`src/rtl/lbns_pkg.sv`:
```
// Shared types and constants for the LRU block number set.
package lbns_pkg;

	// Default capacity of the set.
	localparam int LBNS_ENTRIES = 64;

	// Payload widths.
	localparam int MODE_W = 2;
	localparam int KEY_W  = 64;

	// Operation codes on the request channel.
	typedef enum logic [MODE_W-1:0] {
		MODE_LOOKUP = 2'd0,
		MODE_ADD    = 2'd1,
		MODE_CLEAR  = 2'd2
	} mode_t;

	// Controller states.
	typedef enum logic [2:0] {
		ST_IDLE,
		ST_EXEC,
		ST_WALK,
		ST_TAIL,
		ST_EVICT,
		ST_DONE
	} state_t;

	// Read address selection for the key and link memories.
	typedef enum logic [1:0] {
		RD_NONE,
		RD_HEAD,
		RD_NEXT
	} rd_sel_t;

	// Update performed on the list by the datapath.
	typedef enum logic [2:0] {
		WR_NONE,
		WR_PREV_LINK,
		WR_TAIL_CUR,
		WR_APPEND,
		WR_EVICT
	} wr_sel_t;

	// Commands from the controller to the datapath.
	typedef struct packed {
		logic    load_key;
		rd_sel_t rd_sel;
		wr_sel_t wr_sel;
		logic    head_adv;
		logic    clear;
	} lbns_cmd_t;

	// Status from the datapath to the controller.
	typedef struct packed {
		logic empty;
		logic full;
		logic match;
		logic last;
		logic cur_head;
		logic cur_tail;
	} lbns_sts_t;

endpackage

```
`src/rtl/lbns_ctrl.sv`:
```
// Controller: sequences list operations and holds the response output register.
module lbns_ctrl import lbns_pkg::*; (
	input  logic              clk,
	input  logic              arst_n,
	input  logic              in_valid,
	output logic              in_ready,
	input  logic [MODE_W-1:0] in_mode,
	output logic              out_valid,
	input  logic              out_ready,
	output logic              out_hit,
	output logic              out_evicted,
	output lbns_cmd_t         cmd,
	input  lbns_sts_t         sts
);

	state_t            state_q;
	state_t            state_d;
	logic [MODE_W-1:0] mode_q;
	logic              res_hit_q;
	logic              res_evicted_q;
	logic              out_valid_q;
	logic              out_hit_q;
	logic              out_evicted_q;

	logic              accept;
	logic              slot_free;
	logic              res_load;
	logic              res_hit;
	logic              res_evicted;

	// The output register can take a result when empty or being drained.
	assign slot_free = !out_valid_q || out_ready;
	assign in_ready  = (state_q == ST_IDLE) || ((state_q == ST_DONE) && slot_free);
	assign accept    = in_valid && in_ready;

	assign out_valid   = out_valid_q;
	assign out_hit     = out_hit_q;
	assign out_evicted = out_evicted_q;

	// Next state.
	always_comb begin
		state_d = state_q;
		unique case (state_q)
			ST_IDLE: begin
				if (accept) begin
					state_d = ST_EXEC;
				end
			end
			ST_EXEC: begin
				case (mode_q)
					MODE_LOOKUP: state_d = sts.empty ? ST_DONE : ST_WALK;
					MODE_ADD:    state_d = sts.full ? ST_EVICT : ST_DONE;
					default:     state_d = ST_DONE;
				endcase
			end
			ST_WALK: begin
				if (sts.match) begin
					state_d = (sts.cur_tail || sts.cur_head) ? ST_DONE : ST_TAIL;
				end else if (sts.last) begin
					state_d = ST_DONE;
				end
			end
			ST_TAIL: begin
				state_d = ST_DONE;
			end
			ST_EVICT: begin
				state_d = ST_DONE;
			end
			ST_DONE: begin
				if (slot_free) begin
					state_d = accept ? ST_EXEC : ST_IDLE;
				end
			end
			default: begin
				state_d = ST_IDLE;
			end
		endcase
	end

	// Commands and result for each state.
	always_comb begin
		cmd.load_key = accept;
		cmd.rd_sel   = RD_NONE;
		cmd.wr_sel   = WR_NONE;
		cmd.head_adv = 1'b0;
		cmd.clear    = 1'b0;
		res_load     = 1'b0;
		res_hit      = 1'b0;
		res_evicted  = 1'b0;
		unique case (state_q)
			ST_EXEC: begin
				case (mode_q)
					MODE_LOOKUP: begin
						if (sts.empty) begin
							res_load = 1'b1;
						end else begin
							cmd.rd_sel = RD_HEAD;
						end
					end
					MODE_ADD: begin
						if (sts.full) begin
							cmd.rd_sel = RD_HEAD;
						end else begin
							cmd.wr_sel = WR_APPEND;
							res_load   = 1'b1;
						end
					end
					MODE_CLEAR: begin
						cmd.clear = 1'b1;
						res_load  = 1'b1;
					end
					default: begin
						res_load = 1'b1;
					end
				endcase
			end
			ST_WALK: begin
				if (sts.match) begin
					res_load = 1'b1;
					res_hit  = 1'b1;
					if (sts.cur_tail) begin
						cmd.wr_sel = WR_NONE;
					end else if (sts.cur_head) begin
						cmd.head_adv = 1'b1;
						cmd.wr_sel   = WR_TAIL_CUR;
					end else begin
						cmd.wr_sel = WR_PREV_LINK;
					end
				end else if (sts.last) begin
					res_load = 1'b1;
				end else begin
					cmd.rd_sel = RD_NEXT;
				end
			end
			ST_TAIL: begin
				cmd.wr_sel = WR_TAIL_CUR;
			end
			ST_EVICT: begin
				cmd.wr_sel  = WR_EVICT;
				res_load    = 1'b1;
				res_evicted = 1'b1;
			end
			default: begin
				res_load = 1'b0;
			end
		endcase
	end

	// State, operation code and pending result.
	always_ff @(posedge clk or negedge arst_n) begin
		if (!arst_n) begin
			state_q       <= ST_IDLE;
			mode_q        <= '0;
			res_hit_q     <= 1'b0;
			res_evicted_q <= 1'b0;
		end else begin
			state_q <= state_d;
			if (accept) begin
				mode_q <= in_mode;
			end
			if (res_load) begin
				res_hit_q     <= res_hit;
				res_evicted_q <= res_evicted;
			end
		end
	end

	// Output register: loaded from the pending result, cleared when taken.
	always_ff @(posedge clk or negedge arst_n) begin
		if (!arst_n) begin
			out_valid_q   <= 1'b0;
			out_hit_q     <= 1'b0;
			out_evicted_q <= 1'b0;
		end else if ((state_q == ST_DONE) && slot_free) begin
			out_valid_q   <= 1'b1;
			out_hit_q     <= res_hit_q;
			out_evicted_q <= res_evicted_q;
		end else if (out_ready) begin
			out_valid_q <= 1'b0;
		end
	end

	// An accepted request always starts execution next cycle.
	a_accept_exec: assert property (@(posedge clk) disable iff (!arst_n)
		accept |=> (state_q == ST_EXEC))
		else $error("accepted request not executed");

	// Finishing an operation always presents a response beat.
	a_done_out: assert property (@(posedge clk) disable iff (!arst_n)
		((state_q == ST_DONE) && slot_free) |=> out_valid_q)
		else $error("finished operation lost its response");

	// No result reports both a hit and an eviction: hits come only from lookups, evictions only from adds.
	a_res_excl: assert property (@(posedge clk) disable iff (!arst_n)
		res_load |-> !(res_hit && res_evicted))
		else $error("hit and eviction in one result");

endmodule

```
`config.mk`:
```
export PLATFORM = sky130hd
export DESIGN_NAME = lbns_ctrl
export DESIGN_NICKNAME = d
export VERILOG_FILES = /design/src/rtl/lbns_pkg.sv /design/src/rtl/lbns_ctrl.sv
export SDC_FILE = /design/constraint.sdc
export NUM_CORES = 1
export LEC_CHECK = 0
export BUFFER_PORTS_ARGS = -buffer_cell sky130_fd_sc_hd__buf_2
export CAP_MARGIN = 20
export CELL_PAD_IN_SITES_DETAIL_PLACEMENT = 0
export CELL_PAD_IN_SITES_GLOBAL_PLACEMENT = 2
export CORE_UTILIZATION = 26
export CTS_BUF_LIST = sky130_fd_sc_hd__clkbuf_8
export CTS_CLUSTER_DIAMETER = 40
export DETAILED_ROUTE_END_ITERATION = 10
export PLACE_DENSITY_LB_ADDON = 0.1
export SLEW_MARGIN = 20
export SYNTH_ARGS = -nofsm -noshare
export SYNTH_HDL_FRONTEND = slang
export SYNTH_SLANG_ARGS = --single-unit
```
`constraint.sdc`:
```
create_clock -name clk -period 1.3 [get_ports clk]
set_input_delay 0.13 -clock clk [delete_from_list [all_inputs] [get_ports clk]]
set_output_delay 0.13 -clock clk [all_outputs]
set_load 0.005 [all_outputs]
```
==> results.ini <==
[detailed_routing]
drcViolationCount = 0
drt_wl_total_um = 2177
routed-via-count = 770
vias_per_cell = 4.813
antenna_left = 0
avgRoutedWirePerCell_um = 13.61
drtPass1Iterations = 4
drt-initial-drc-count = 6

[timing]
min_period_ns = 1.585
grt_setup_unrepaired = true
fmax_mhz = 631.0
clock_skew_ns = 0.002069
maxSlewViolCount = 0
worstMarginPinSlew_ns = 0.4112
fin_crit_sh_pct = 121.9
setup_viol = 17
postLayoutSetupSlackWorst_ns = -0.2847
max_slew_margin_pct = 72.49
fin_tns_setup_ns = -2.519
finalHoldViolations = 0
timing.hold.ws_ns = 0.1055

[clock_tree]
numCtsBuffers = 3
path_clk_slew_ns = 0.05
clockRootBuffer = clkbuf_8
htreeDepth = 1
cts.sinks = 10
insertion_delay_ns = 0.24
clk_path_buf_depth = 2
cts_tree = built

[setup_path]
worstPathRequired_ns = 1.17
cp_cell_sequence = nor2_2 > nand3_2 > or3_4 > o31ai_2 > buf_2
cp_max_fo = 3
crit_slowest_cell = dfrtp_1
start_kind = flip-flop
critPathTopFamily = simple AND/OR/NAND/NOR gates
crit_type = flip-flop to output port
worst-path-buf-inv = 1
cp-end-kind = output port
worstPathArrival_ns = 1.45
slowest_delay_ns = 0.40

[synthesis]
synth_area_sq_um = 701.9
ys_types = 34
ys_warn_count = 0
synth_nets = 91
ys.flop_type = dfrtp_1
synth_seq_cells = 10
synthCells = 79
synth.avg_cell_area_sq_um = 8.885
yosysTopAreaCell = dfrtp_1
yosysTopAreaCellShare_pct = 35.65
synth_area_leaders = dfrtp_1 (36%), mux2_1 (6.4%), buf_4 (4.3%)
async_reset_ff_share_pct = 100.0
ys_seq_area_share_pct = 35.65
synth_edf_count = 0

[floorplan]
rows = 18
fp.dieW_um = 53.96
die_h_um = 53.96
die-area_sq_um = 2912
coreArea_sq_um = 2522
ioPinCount = 24
start_util_pct = 27.83

[hold_path]
hold_path_class = input port to flip-flop

[power_and_ir_drop]
leakagePower_nw = 0.5871
vdd_ir_drop_max_v = 0.001208
powerDensity_nw_per_um2 = 2217

[grt]
antenna_found_initial = 0
grt_pass1_vias = 737
grt_overflow = 0
grt_pass1_wl_um = 3505
grt_max_degree = 11
grt_usage_pct = 17.22

[layout]
drive_gt1_share_pct = 63.08
antenna_cells = 0
layout.nets = 143
area_growth_pct = 72.73
stdcell_count = 160
final_core_util_pct = 48.07

[status]
violations = setup timing
outcome = finished with violations

[place]
gp_congestion = 0.9080
io_buffers = 23
dp_cells = 147
dp_slack_ns = -0.1342
dp_hpwl_um = 1579

[run]
drv_cap = 0

==> kinds of logic (layout without fill, tap and decap cells) <==
kind of cell	count (synthesis)	after routing	synth area share (%)
AOI/OAI and AO/OA	21	21	21.93
buffers and inverters	9	60	7.129
and+or+nand+nor	35	35	28.87
muxes	4	4	6.417
DFF	10	10	35.65
==> placed cells by master (no fill, tap or decap), types with 4 or more instances in the layout <==
master,n
nor2_2,4
nand2_1,4
buf_4,25
clkbuf_8,4
dfrtp_1,9
buf_2,23
a21oi_1,4
==> worst paths after layout <==
kind | startpoint | slack (ns) | endpoint | cells past startpoint
hold reg to reg | out_evicted$_DFFE_PN0P_ | 0.49 | out_evicted$_DFFE_PN0P_ | 1
setup reg to reg | state_q[0]$_DFFE_PN0P_ | -0.18 | mode_q[1]$_DFFE_PN0N_ | 6
max in group asynchronous | arst_n | 0.80 | state_q[1]$_DFFE_PN0P_ | 2
hold / removal | in_mode[1] | 0.11 | mode_q[1]$_DFFE_PN0N_ | 2
setup / recovery | state_q[0]$_DFFE_PN0P_ | -0.28 | cmd[2] | 5
min in group asynchronous | arst_n | 0.28 | state_q[2]$_DFFE_PN0P_ | 2
==> worst register-to-register path: cells and delay by family, from the launching register on <==
kind,cells,cell delay (ns)
AO/OA/AOI/OAI,1,0.20
buffers and inverters,2,0.31
flip-flops,1,0.40
multiplexers,1,0.30
AND/OR/NAND/NOR,2,0.15
==> repair_timing <==
action,in CTS,in global routing
gates resized for setup,12,15
hold endpoints to repair,10,0
pin swaps,8,9
hold buffers,1,0
buffers inserted,6,5
setup endpoints to repair,16,18
cloned,0,0
==> sequential cells by signal, indices dropped and copies added (netlist names) <==
name,flops
out_evicted,1
res_hit_q,1
out_hit,1
res_evicted_q,1
mode_q,2
state_q,3
out_valid,1
==> per-stage QoR <==
step           area (sq um)  total power [mW]
3_3_place_gp          969.7             1.897
4_1_cts                1127             2.521
2_1_floorplan         701.9             1.280
5_1_grt                1212             2.904
3_5_place_dp          969.7             1.877
6_report               1212             2.688
==> synthesized netlist by cell type, types with 2 or more instances <==
cell,number
nor4b_1,2
nand3_1,3
nor2_1,6
o31ai_1,2
dfrtp_1,10
buf_4,4
nand2b_1,2
nor3_1,3
o21ai_0,2
inv_1,3
mux2_1,4
o211ai_1,2
or3_1,2
nand2_1,6
nor2_2,2
nor3b_1,2
o21ai_1,2
nor2b_1,2
a21oi_1,4
nor3b_2,2
==> power breakdown <==
group          total [mW]  leakage, nW  internal, mW  switching (mW)
combinational        1.71        0.433         0.912           0.798
clock               0.406       0.0288         0.268           0.138
sequential          0.571        0.125         0.448           0.124
==> metal layers <==
| metal | track usage, % | routed length, um | vias up | share of wire [%] |
|---|---|---|---|---|
| li1 | - | - | 385 | - |
| met1 | 22.45 | 1002 | 368 | 46 |
| met2 | 27.37 | 1076 | 17 | 49 |
| met3 | 6.215 | 98 | 0 | 4.5 |
| met4 | 2.632 | 0 | 0 | 0 |
| met5 | 0 | 0 | - | 0 |
==> final cells by class <==
type                       instances  area, sq um
clock buffer                       4        55.05
fill                             256         1310
inverter                           4        15.01
multi-input combinational         60        506.7
sequential                        10        251.5
tap                               30        37.54
timing repair buffer              52        346.6
Power figures use the tool's default switching activity.
